## config.mk

```make
export PLATFORM = sky130hd
export DESIGN_NAME = cursor_text_line_buffer_core
export DESIGN_NICKNAME = d
export VERILOG_FILES = /design/src/ctlb_pkg.sv /design/src/ctlb_cell.sv /design/src/cursor_text_line_buffer_core.sv
export SDC_FILE = /design/constraint.sdc
export NUM_CORES = 1
export LEC_CHECK = 0
export BUFFER_PORTS_ARGS = -buffer_cell sky130_fd_sc_hd__buf_2
export CELL_PAD_IN_SITES_DETAIL_PLACEMENT = 1
export CELL_PAD_IN_SITES_GLOBAL_PLACEMENT = 2
export CORE_MARGIN = 10
export CORE_UTILIZATION = 43
export CTS_CLUSTER_SIZE = 10
export DETAILED_ROUTE_END_ITERATION = 7
export GPL_TIMING_DRIVEN = 0
export PLACE_DENSITY_LB_ADDON = 0.05
export SLEW_MARGIN = 20
export SYNTH_ARGS = -nofsm -noshare
export SYNTH_HDL_FRONTEND = slang
export SYNTH_SLANG_ARGS = --single-unit
```

## constraint.sdc

```tcl
create_clock -name clk -period 4 [get_ports clk]
set_clock_uncertainty 0.15 [all_clocks]
set_input_delay 0.4 -clock clk [delete_from_list [all_inputs] [get_ports clk]]
set_output_delay 0.4 -clock clk [all_outputs]
set_load 0.03 [all_outputs]
```

## src/ctlb_pkg.sv

```systemverilog
// ----------------------------------------------------------------------------
// ctlb_pkg: shared types and codes of the cursor text line buffer
// Request codes, the edit operation that is sent to every cell of the
// character chain, and the default capacity.
// ----------------------------------------------------------------------------
`default_nettype none

package ctlb_pkg;

  localparam int CAPACITY_DEF = 64;

  localparam int REQ_W = 3;
  localparam int CHAR_W = 8;

  localparam logic [REQ_W-1:0] REQ_MOVE_LEFT  = 3'd0;
  localparam logic [REQ_W-1:0] REQ_MOVE_RIGHT = 3'd1;
  localparam logic [REQ_W-1:0] REQ_BACKSPACE  = 3'd2;
  localparam logic [REQ_W-1:0] REQ_INSERT     = 3'd3;
  localparam logic [REQ_W-1:0] REQ_PRINT      = 3'd4;

  // Operation applied to every cell of the chain in the same cycle.
  typedef enum logic [1:0] {
    CELL_HOLD   = 2'd0,
    CELL_INSERT = 2'd1,
    CELL_DELETE = 2'd2,
    CELL_ROTATE = 2'd3
  } cell_op_t;

  typedef struct packed {
    cell_op_t            op;
    logic [CHAR_W-1:0]   ch;
  } cell_ctl_t;

endpackage

`default_nettype wire

```

## src/ctlb_cell.sv

```systemverilog
// ----------------------------------------------------------------------------
// ctlb_cell: one character position of the text chain
// Holds the character at text position IDX and takes the character of a
// neighbor when text is inserted, deleted or rotated past it.
// ----------------------------------------------------------------------------
`default_nettype none

module ctlb_cell #(
  parameter int CAPACITY = ctlb_pkg::CAPACITY_DEF,
  parameter int IDX      = 0,
  localparam int PW      = $clog2(CAPACITY + 1)
) (
  input  wire                          clk,
  input  wire  ctlb_pkg::cell_ctl_t    ctl,
  input  wire  [PW-1:0]                cursor,
  input  wire  [ctlb_pkg::CHAR_W-1:0]  left_in,
  input  wire  [ctlb_pkg::CHAR_W-1:0]  right_in,
  output logic [ctlb_pkg::CHAR_W-1:0]  data
);

  logic [ctlb_pkg::CHAR_W-1:0] data_r;
  logic [ctlb_pkg::CHAR_W-1:0] data_nxt;

  localparam logic [PW-1:0] POS      = PW'(IDX);
  localparam logic [PW-1:0] POS_NEXT = PW'(IDX + 1);

  always_comb begin
    data_nxt = data_r;
    unique case (ctl.op)
      ctlb_pkg::CELL_INSERT: begin
        // The new character lands at the cursor; everything after it moves up.
        if (POS == cursor) begin
          data_nxt = ctl.ch;
        end else if (POS > cursor) begin
          data_nxt = left_in;
        end
      end
      ctlb_pkg::CELL_DELETE: begin
        // Removes the character at cursor - 1; the tail moves down by one.
        if (POS_NEXT >= cursor) begin
          data_nxt = right_in;
        end
      end
      ctlb_pkg::CELL_ROTATE: data_nxt = right_in;
      default:               data_nxt = data_r;
    endcase
  end

  always_ff @(posedge clk) begin
    data_r <= data_nxt;
  end

  assign data = data_r;

endmodule

`default_nettype wire

```

## src/cursor_text_line_buffer_core.sv

```systemverilog
// ----------------------------------------------------------------------------
// cursor_text_line_buffer_core: line-edit buffer with a cursor
// Text is held in order in a ring of character cells; the cursor and the
// text length are counters. Edits and print requests arrive on the in_
// stream, status and text bytes leave on the out_ stream.
// ----------------------------------------------------------------------------
// Move left, move right, backspace, insert and unknown requests each give
// one status transaction. Print of an empty buffer gives one transaction
// flagged empty. Print of a non-empty buffer gives no transaction when it is
// accepted; then the cell ring makes one full turn, rotating each time the
// output register is free, the first length-many rotations giving the text
// bytes in order with tlast on the final byte. Output stalls stretch the
// turn, and no request is accepted until it completes. The chain content is
// restored by that full turn.
// ----------------------------------------------------------------------------
`default_nettype none

module cursor_text_line_buffer_core #(
  parameter int CAPACITY = ctlb_pkg::CAPACITY_DEF
) (
  input  wire         clk,
  input  wire         rst_n,
  input  wire         in_tvalid,
  output logic        in_tready,
  input  wire  [7:0]  in_tdata,   // [7:0] char_in
  input  wire  [2:0]  in_tuser,   // [2:0] req_type
  output logic        out_tvalid,
  input  wire         out_tready,
  output logic [15:0] out_tdata,  // [7:0] char_out, [8] empty_res, [9] dropped, [15:10] zero
  output logic        out_tuser,  // [0] is_text
  output logic        out_tlast
);

  localparam int PW = $clog2(CAPACITY + 1);
  localparam int KW = $clog2(CAPACITY);
  localparam int CW = ctlb_pkg::CHAR_W;

  localparam logic [PW-1:0] CAP_P  = PW'(CAPACITY);
  localparam logic [KW-1:0] K_LAST = KW'(CAPACITY - 1);

  localparam logic ST_IDLE  = 1'b0;
  localparam logic ST_PRINT = 1'b1;

  logic          state_r, state_nxt;
  logic [PW-1:0] cursor_r, cursor_nxt;
  logic [PW-1:0] len_r, len_nxt;
  logic [KW-1:0] k_r, k_nxt;

  logic          out_valid_r, out_valid_nxt;
  logic          out_text_r, out_text_nxt;
  logic [CW-1:0] out_char_r, out_char_nxt;
  logic          out_empty_r, out_empty_nxt;
  logic          out_drop_r, out_drop_nxt;
  logic          out_last_r, out_last_nxt;

  ctlb_pkg::cell_ctl_t cell_ctl;
  logic [CW-1:0]       cell_data [CAPACITY];

  logic slot_free;
  logic accept;

  assign slot_free = !out_valid_r || out_tready;
  assign in_tready = (state_r == ST_IDLE) && slot_free;
  assign accept    = in_tvalid && in_tready;

  genvar gi;
  generate
    for (gi = 0; gi < CAPACITY; gi++) begin : g_cell
      ctlb_cell #(
        .CAPACITY (CAPACITY),
        .IDX      (gi)
      ) u_cell (
        .clk      (clk),
        .ctl      (cell_ctl),
        .cursor   (cursor_r),
        .left_in  (cell_data[(gi + CAPACITY - 1) % CAPACITY]),
        .right_in (cell_data[(gi + 1) % CAPACITY]),
        .data     (cell_data[gi])
      );
    end
  endgenerate

  always_comb begin
    state_nxt     = state_r;
    cursor_nxt    = cursor_r;
    len_nxt       = len_r;
    k_nxt         = k_r;
    out_valid_nxt = out_valid_r && !out_tready;
    out_text_nxt  = out_text_r;
    out_char_nxt  = out_char_r;
    out_empty_nxt = out_empty_r;
    out_drop_nxt  = out_drop_r;
    out_last_nxt  = out_last_r;
    cell_ctl.op   = ctlb_pkg::CELL_HOLD;
    cell_ctl.ch   = in_tdata[CW-1:0];

    if (accept) begin
      out_valid_nxt = 1'b1;
      out_text_nxt  = 1'b0;
      out_char_nxt  = '0;
      out_empty_nxt = 1'b0;
      out_drop_nxt  = 1'b0;
      out_last_nxt  = 1'b1;
      unique case (in_tuser)
        ctlb_pkg::REQ_MOVE_LEFT: begin
          if (cursor_r != '0) begin
            cursor_nxt = cursor_r - PW'(1);
          end
        end
        ctlb_pkg::REQ_MOVE_RIGHT: begin
          if (cursor_r != len_r) begin
            cursor_nxt = cursor_r + PW'(1);
          end
        end
        ctlb_pkg::REQ_BACKSPACE: begin
          if (cursor_r != '0) begin
            cell_ctl.op = ctlb_pkg::CELL_DELETE;
            cursor_nxt  = cursor_r - PW'(1);
            len_nxt     = len_r - PW'(1);
          end
        end
        ctlb_pkg::REQ_INSERT: begin
          if (len_r == CAP_P) begin
            out_drop_nxt = 1'b1;
          end else begin
            cell_ctl.op = ctlb_pkg::CELL_INSERT;
            cursor_nxt  = cursor_r + PW'(1);
            len_nxt     = len_r + PW'(1);
          end
        end
        ctlb_pkg::REQ_PRINT: begin
          if (len_r == '0) begin
            out_empty_nxt = 1'b1;
          end else begin
            out_valid_nxt = 1'b0;
            state_nxt     = ST_PRINT;
            k_nxt         = '0;
          end
        end
        default: begin
        end
      endcase
    end else if ((state_r == ST_PRINT) && slot_free) begin
      // Cell 0 always holds the next character of the turn.
      cell_ctl.op = ctlb_pkg::CELL_ROTATE;
      if (PW'(k_r) < len_r) begin
        out_valid_nxt = 1'b1;
        out_text_nxt  = 1'b1;
        out_char_nxt  = cell_data[0];
        out_empty_nxt = 1'b0;
        out_drop_nxt  = 1'b0;
        out_last_nxt  = (PW'(k_r) == (len_r - PW'(1)));
      end
      if (k_r == K_LAST) begin
        state_nxt = ST_IDLE;
      end else begin
        k_nxt = k_r + KW'(1);
      end
    end
  end

  always_ff @(posedge clk) begin
    if (!rst_n) begin
      state_r     <= ST_IDLE;
      cursor_r    <= '0;
      len_r       <= '0;
      k_r         <= '0;
      out_valid_r <= 1'b0;
    end else begin
      state_r     <= state_nxt;
      cursor_r    <= cursor_nxt;
      len_r       <= len_nxt;
      k_r         <= k_nxt;
      out_valid_r <= out_valid_nxt;
    end
  end

  always_ff @(posedge clk) begin
    out_text_r  <= out_text_nxt;
    out_char_r  <= out_char_nxt;
    out_empty_r <= out_empty_nxt;
    out_drop_r  <= out_drop_nxt;
    out_last_r  <= out_last_nxt;
  end

  assign out_tvalid = out_valid_r;
  assign out_tdata  = {6'd0, out_drop_r, out_empty_r, out_char_r};
  assign out_tuser  = out_text_r;
  assign out_tlast  = out_last_r;

endmodule

`default_nettype wire

```

==> results of run 1 <==
-- kinds of logic after synthesis --
logic type                 count (synthesis)
buffers and inverters                    277
other                                      1
and+or+nand+nor                          856
adders and majority gates                 15
AOI/OAI and AO/OA                        716
muxes                                    509
xor gates and xnor gates                  22
DFF                                      546
-- registers in the layout, indices dropped and copies added, names as in the netlist --
name,flops
g_cell.u_cell.data,512
out_char_r,8
cursor_r,7
len_r,7
k_r,6
out_drop_r,1
out_empty_r,1
out_tlast,1
out_tuser,1
out_tvalid,1
state_r,1
-- layout by cell type (no fill, tap or decap), types with 7 or more instances in the layout --
master / n
nor3_2: 7
buf_6: 36
a21oi_1: 554
buf_8: 8
dfxtp_1: 32
xnor2_1: 20
mux2i_1: 508
buf_12: 8
clkbuf_16: 68
o211ai_1: 10
ha_1: 15
clkinv_1: 7
o22ai_1: 18
clkbuf_2: 16
clkbuf_1: 86
edfxtp_1: 514
buf_4: 58
nand3_1: 35
a31oi_1: 16
nand2_1: 102
nor2b_1: 11
or3_1: 11
nor2_4: 8
nand4_1: 16
buf_1: 20
a21oi_4: 13
nor2_2: 19
inv_1: 15
nor2_1: 578
nand2b_1: 10
buf_2: 104
nor3_1: 18
o21ai_0: 35
-- stage by stage --
step | utilization [%] | setup slack (ns)
5_1_grt | 49.9 | -0.00498
2_1_floorplan | - | 0.486
6_report | 49.9 | -0.0351
3_5_place_dp | 46.2 | -0.974
3_3_place_gp | 45.3 | -2.08
4_1_cts | 49.5 | 0.0181
-- cell type report --
type / instances / area share, %
inverters: 17 / 0.183
clock buffers: 84 / 5.04
plain buffers: 260 / 4.24
repair buffers: 70 / 1.91
multi-input cells: 2124 / 38.6
flip-flops and latches: 546 / 46.0
well taps: 940 / 3.37
clock inverters: 16 / 0.591
diodes: 1 / 0.00716
-- layer usage --
metal	share of wire [%]	GRT usage, %	routed length, um	up-vias
met5	0.0083	0	13	-
met4	8.0	25.7	12600	2
met3	11	9.73	18100	496
met2	42	55.1	66700	1945
met1	38	47.7	60100	14081
li1	-	-	-	10978
-- what timing repair did --
action / in CTS / in global routing
setup buffers: 8 / 9
hold buffers: 2 / 0
pin swaps: 6 / 12
resized for setup: 61 / 34
setup endpoints to repair: 997 / 693
endpoints found under the hold margin: 3 / 0
gates cloned: 0 / 0
-- worst min-delay path by stage --
| stage | endpoint | slack [ns] | cells past startpoint | startpoint |
|---|---|---|---|---|
| after floorplan | k_r[5] | 0.35 | 2 | k_r[5] |
| after global routing | cursor_r[1] | 0.13 | 3 | in_tuser[1] |
| final | state_r | 0.11 | 4 | out_tready |
| after global placement | out_tuser | 0.33 | 2 | out_tuser |
| after detailed placement | out_tuser | 0.34 | 2 | out_tuser |
| after CTS | cursor_r[1] | 0.1 | 3 | in_tuser[1] |
-- power groups by stage --
stage | registers, mW | logic, mW | clock network, mW
global placement | 6.83 | 1.54 | 0
global route | 6.73 | 1.84 | 6.06
CTS | 6.71 | 1.69 | 5.83
finish | 6.72 | 1.80 | 5.87
detailed placement | 6.83 | 1.64 | 0
floorplan | 6.76 | 0.889 | 0
-- critical path, stage by stage, from the launching register on --
cell	delay, ns
dfxtp_1	0.34
buf_2	0.20
buf_2	0.23
inv_2	0.15
ha_1	0.19
clkbuf_1	0.71
nor2b_1	0.61
a31oi_1	0.26
a221oi_2	0.60
buf_4	0.31
==> impl_metrics.json, run 1 <==
{
  "crit_type": "reg -> reg",
  "grt_pass1_wl_mm": 216,
  "firstDrtPassIters": 7,
  "synth-compound-area-share_pct": 12.7,
  "status": "finished with violations",
  "vias_per_cell": 6.78,
  "r2r_end": "g_cell[38].u_cell.data[5]",
  "post_dp_cell_area_mm2": 0.0323,
  "syn_area_mm2": 0.0304,
  "drc": 0,
  "fin_nets": 3117,
  "io_pins": 35,
  "area_growth_pct": 14.9,
  "ff2ff_setup_slack_ns": -0.04,
  "finalHoldViolCount": 0,
  "grt_max_degree": 12,
  "crit_fanout": 10,
  "grt_setup_unrepaired": "true",
  "synth_most_common_cell": "nor2_1",
  "max_freq_ghz": 0.248,
  "power_frac_clock_pct": 40.8,
  "cts-buffers-inserted": 68,
  "htree_levels": 3,
  "multi_input_area_mm2": 0.0135,
  "cts_tree": "yes",
  "finalWorstSetupSlack_ns": -0.0351,
  "gp_congestion": 1.03,
  "swShare_pct": 28.5,
  "crit_start": "cursor_r[0]",
  "postRouteAntennaNets": 0,
  "critPathCaptureType": "flop",
  "first_global_vias": 27214,
  "total_power_mw": 14.4,
  "drive_above_1_share_pct": 13.4,
  "ir_drop_mv": 0.321,
  "yosys_warnings": 0,
  "syn_avg_cell_area_um2": 10.3,
  "insertion_delay_ns": 0.65,
  "nFillCells": 7689,
  "critPathLaunchType": "flop",
  "p_sw_mw": 4.09,
  "rows": 97,
  "power.static_leakage_nw": 13.5,
  "async_flop_share_pct": 0,
  "hp-class": "in -> reg",
  "drv_cap": 0,
  "cp_data_arrival_time_ns": 4.22,
  "hold_slack_ns": 0.110,
  "via_count": 27502,
  "synth_top_area_share_pct": 50.8,
  "synth_edf_count": 514,
  "seq_power_share_pct": 46.7,
  "required_ns": 4.19,
  "antenna_found_initial": 2,
  "ys_types": 66,
  "setup_violations": 6,
  "fin_crit_sh_pct": 101,
  "yosysTopAreaCell": "edfxtp_1",
  "clk_pin_slew_ns": 0.06,
  "finalMaxSlewViolations": 0,
  "gr-total-overflow": 0,
  "clock_path_buffers": 3,
  "initial_core_util_pct": 43.4,
  "synthSimpleGateAreaFrac_pct": 11.8,
  "drt_iter0_markers": 3753,
  "period_minus_slack_ns": 4.04,
  "r2r.worst_path.cells": 9,
  "tns_ns": -0.147,
  "clock-sinks": 546,
  "worst_slew_pin_slew_ns": 1.34,
  "wirelength_mm": 157,
  "die_area_mm2": 0.0817,
  "wl_per_cell_um": 38.8,
  "synthMuxAreaShare_pct": 16.8,
  "ys_seq_area_share_pct": 52.9,
  "fin_area_mm2": 0.0349,
  "grtUsageTotal_pct": 37.4,
  "stdcell_count": 4058,
  "intPower_mw": 10.3,
  "synthFlopType": "edfxtp_1",
  "synth.ff_latch_count": 546,
  "endpoint": "g_cell[38].u_cell.data[5]",
  "yosys-top-cells-count": "nor2_1 (604), a21oi_1 (572), edfxtp_1 (514)",
  "clock-root-buffer": "clkbuf_16",
  "regArea_mm2": 0.0161,
  "port_buffers": 20,
  "coreArea_mm2": 0.0700,
  "comb_power_share_pct": 12.5,
  "fp.dieH_um": 286,
  "die_w_um": 286,
  "r2r_start": "cursor_r[0]",
  "synth_top_family_by_area": "multiplexers",
  "hpwl_mm": 115,
  "powerDensity_mw_per_mm2": 412,
  "slew_headroom_pct": 11.0,
  "violations": "negative setup slack",
  "synthXorXnorAreaFrac_pct": 0.634,
  "synthCells": 2942,
  "synthAdderAreaFrac_pct": 0.617,
  "place_inst": 3938,
  "ys_top_cells_by_area": "edfxtp_1 (51%), mux2i_1 (17%), a21oi_1 (9.4%)"
}
Power figures use the tool's default switching activity.
==> run 2, diff against run 1 <==
--- a/config.mk
+++ b/config.mk
@@ -8,7 +8,6 @@
 export BUFFER_PORTS_ARGS = -buffer_cell sky130_fd_sc_hd__buf_2
 export CELL_PAD_IN_SITES_DETAIL_PLACEMENT = 1
 export CELL_PAD_IN_SITES_GLOBAL_PLACEMENT = 2
-export CORE_MARGIN = 10
 export CORE_UTILIZATION = 43
 export CTS_CLUSTER_SIZE = 10
 export DETAILED_ROUTE_END_ITERATION = 7
==> impl_metrics.json, run 2 (synthesis results as in run 1) <==
{
  "fin_crit_sh_pct": 101,
  "layout_common_cells": "nor2_1 (579), a21oi_1 (553), edfxtp_1 (514)",
  "comb_power_share_pct": 12.5,
  "wl_met3_mm": 17.9,
  "slew_headroom_pct": 18.3,
  "setup_violations": 6,
  "cts_tree": "yes",
  "finalHoldViolCount": 0,
  "max_freq_ghz": 0.248,
  "drive_above_1_share_pct": 13.7,
  "swShare_pct": 28.4,
  "gr-total-overflow": 0,
  "grt_max_degree": 12,
  "clock-sinks": 546,
  "powerDensity_mw_per_mm2": 413,
  "regArea_mm2": 0.0161,
  "area_growth_pct": 15.1,
  "vias_per_cell": 6.69,
  "crit_type": "reg -> reg",
  "cp_data_arrival_time_ns": 4.27,
  "final_common_cell": "nor2_1",
  "hp-class": "in -> reg",
  "rows": 97,
  "postRouteAntennaNets": 0,
  "critPathLaunchType": "flop",
  "fp.dieH_um": 268,
  "crit_fanout": 10,
  "die_area_mm2": 0.0718,
  "finalWorstSetupSlack_ns": -0.0273,
  "ir_drop_mv": 0.288,
  "drt_iter0_markers": 3805,
  "coreArea_mm2": 0.0700,
  "finalMaxSlewViolations": 0,
  "grt_setup_unrepaired": "false",
  "clock-root-buffer": "clkbuf_16",
  "drv_cap": 0,
  "cts-buffers-inserted": 68,
  "wl_met1_mm": 61.4,
  "initial_core_util_pct": 43.4,
  "first_global_vias": 27199,
  "wirelength_mm": 160,
  "via_count": 27200,
  "io_pins": 35,
  "gp_congestion": 1.02,
  "wl_met2_mm": 67.8,
  "wl_per_cell_um": 39.3,
  "die_w_um": 268,
  "critPathCaptureType": "flop",
  "violations": "negative setup slack",
  "clk_pin_slew_ns": 0.06,
  "insertion_delay_ns": 0.64,
  "grtUsageTotal_pct": 44.0,
  "power_frac_clock_pct": 40.9,
  "firstDrtPassIters": 6,
  "status": "finished with violations",
  "largest_reg_flops": 512,
  "nFillCells": 7692,
  "top_layer": "met5",
  "clock_path_buffers": 3,
  "drc": 0,
  "grt_pass1_wl_mm": 216,
  "worst_slew_pin_slew_ns": 1.23,
  "period_minus_slack_ns": 4.03,
  "port_buffers": 20,
  "antenna_found_initial": 3,
  "required_ns": 4.25,
  "seq_power_share_pct": 46.6,
  "fin_nets": 3120,
  "power.static_leakage_nw": 13.5,
  "htree_levels": 3,
  "p_sw_mw": 4.10,
  "total_power_mw": 14.4,
  "tns_ns": -0.150,
  "hpwl_mm": 116,
  "multi_input_area_mm2": 0.0135,
  "intPower_mw": 10.3
}
[run 2: path summary, 6_finish.rpt]
path,from,end,slack (ns),depth (start not counted)
worst max-delay path,cursor_r[0],g_cell[10].u_cell.data[3],-0.03,10
worst min-delay path,in_tuser[1],cursor_r[1],0.11,3
worst max register to register,cursor_r[0],g_cell[10].u_cell.data[3],-0.03,10
worst min register to register,out_char_r[3],out_char_r[3],0.35,2
[run 2: critical path: stages, from the launching register on]
cell and delay, ns:
dfxtp_1 0.37, buf_2 0.25, buf_2 0.34, inv_4 0.11
ha_1 0.26, and3b_1 0.22, clkbuf_1 0.44, nand3_1 0.66
a21oi_1 0.40, o21ai_1 0.27, buf_4 0.31
[run 2: per-layer routing]
metal	vias up	track usage (%)
met5	-	1.69
li1	10994	-
met2	1839	65.3
met1	13859	56.3
met3	502	11.8
met4	6	29.4
[run 2: cell type report]
type | instances | area share, %
well taps | 940 | 3.36
multi-input cells | 2124 | 38.6
diodes | 1 | 0.00715
plain buffers | 260 | 4.18
clock inverters | 9 | 0.207
inverters | 17 | 0.190
clock buffers | 95 | 5.43
repair buffers | 73 | 2.03
flip-flops and latches | 546 | 46.0
[run 2: what timing repair did]
item | CTS | global route
hold buffers | 2 | 0
resized for setup | 92 | 11
endpoints found under the setup margin | 1015 | 703
pin swaps | 15 | 3
buffers inserted | 19 | 4
endpoints found under the hold margin | 3 | 0
gates cloned | 0 | 0
[run 2: power groups by stage]
| stage | Clock, mW | Sequential (mW) | Combinational, mW |
|---|---|---|---|
| after floorplan | 0 | 6.76 | 0.889 |
| after detailed placement | 0 | 6.83 | 1.64 |
| final | 5.91 | 6.72 | 1.81 |
| after CTS | 5.85 | 6.71 | 1.72 |
| after global placement | 0 | 6.83 | 1.54 |
| after global routing | 6.01 | 6.73 | 1.83 |
[run 2: per-stage QoR]
step / cells / area, um2 / hold slack (ns) / util [%] / setup slack [ns]
floorplan: 2947 / 30400 / 0.348 / - / 0.486
global placement: 3907 / 31700 / 0.303 / 45.3 / -2.61
detailed placement: 3935 / 32300 / 0.342 / 46.1 / -0.868
CTS: 4060 / 34900 / 0.0899 / 49.8 / -0.0805
global route: 4065 / 35000 / 0.139 / 50.0 / 0.0232
finish: 4065 / 35000 / 0.109 / 50.0 / -0.0273
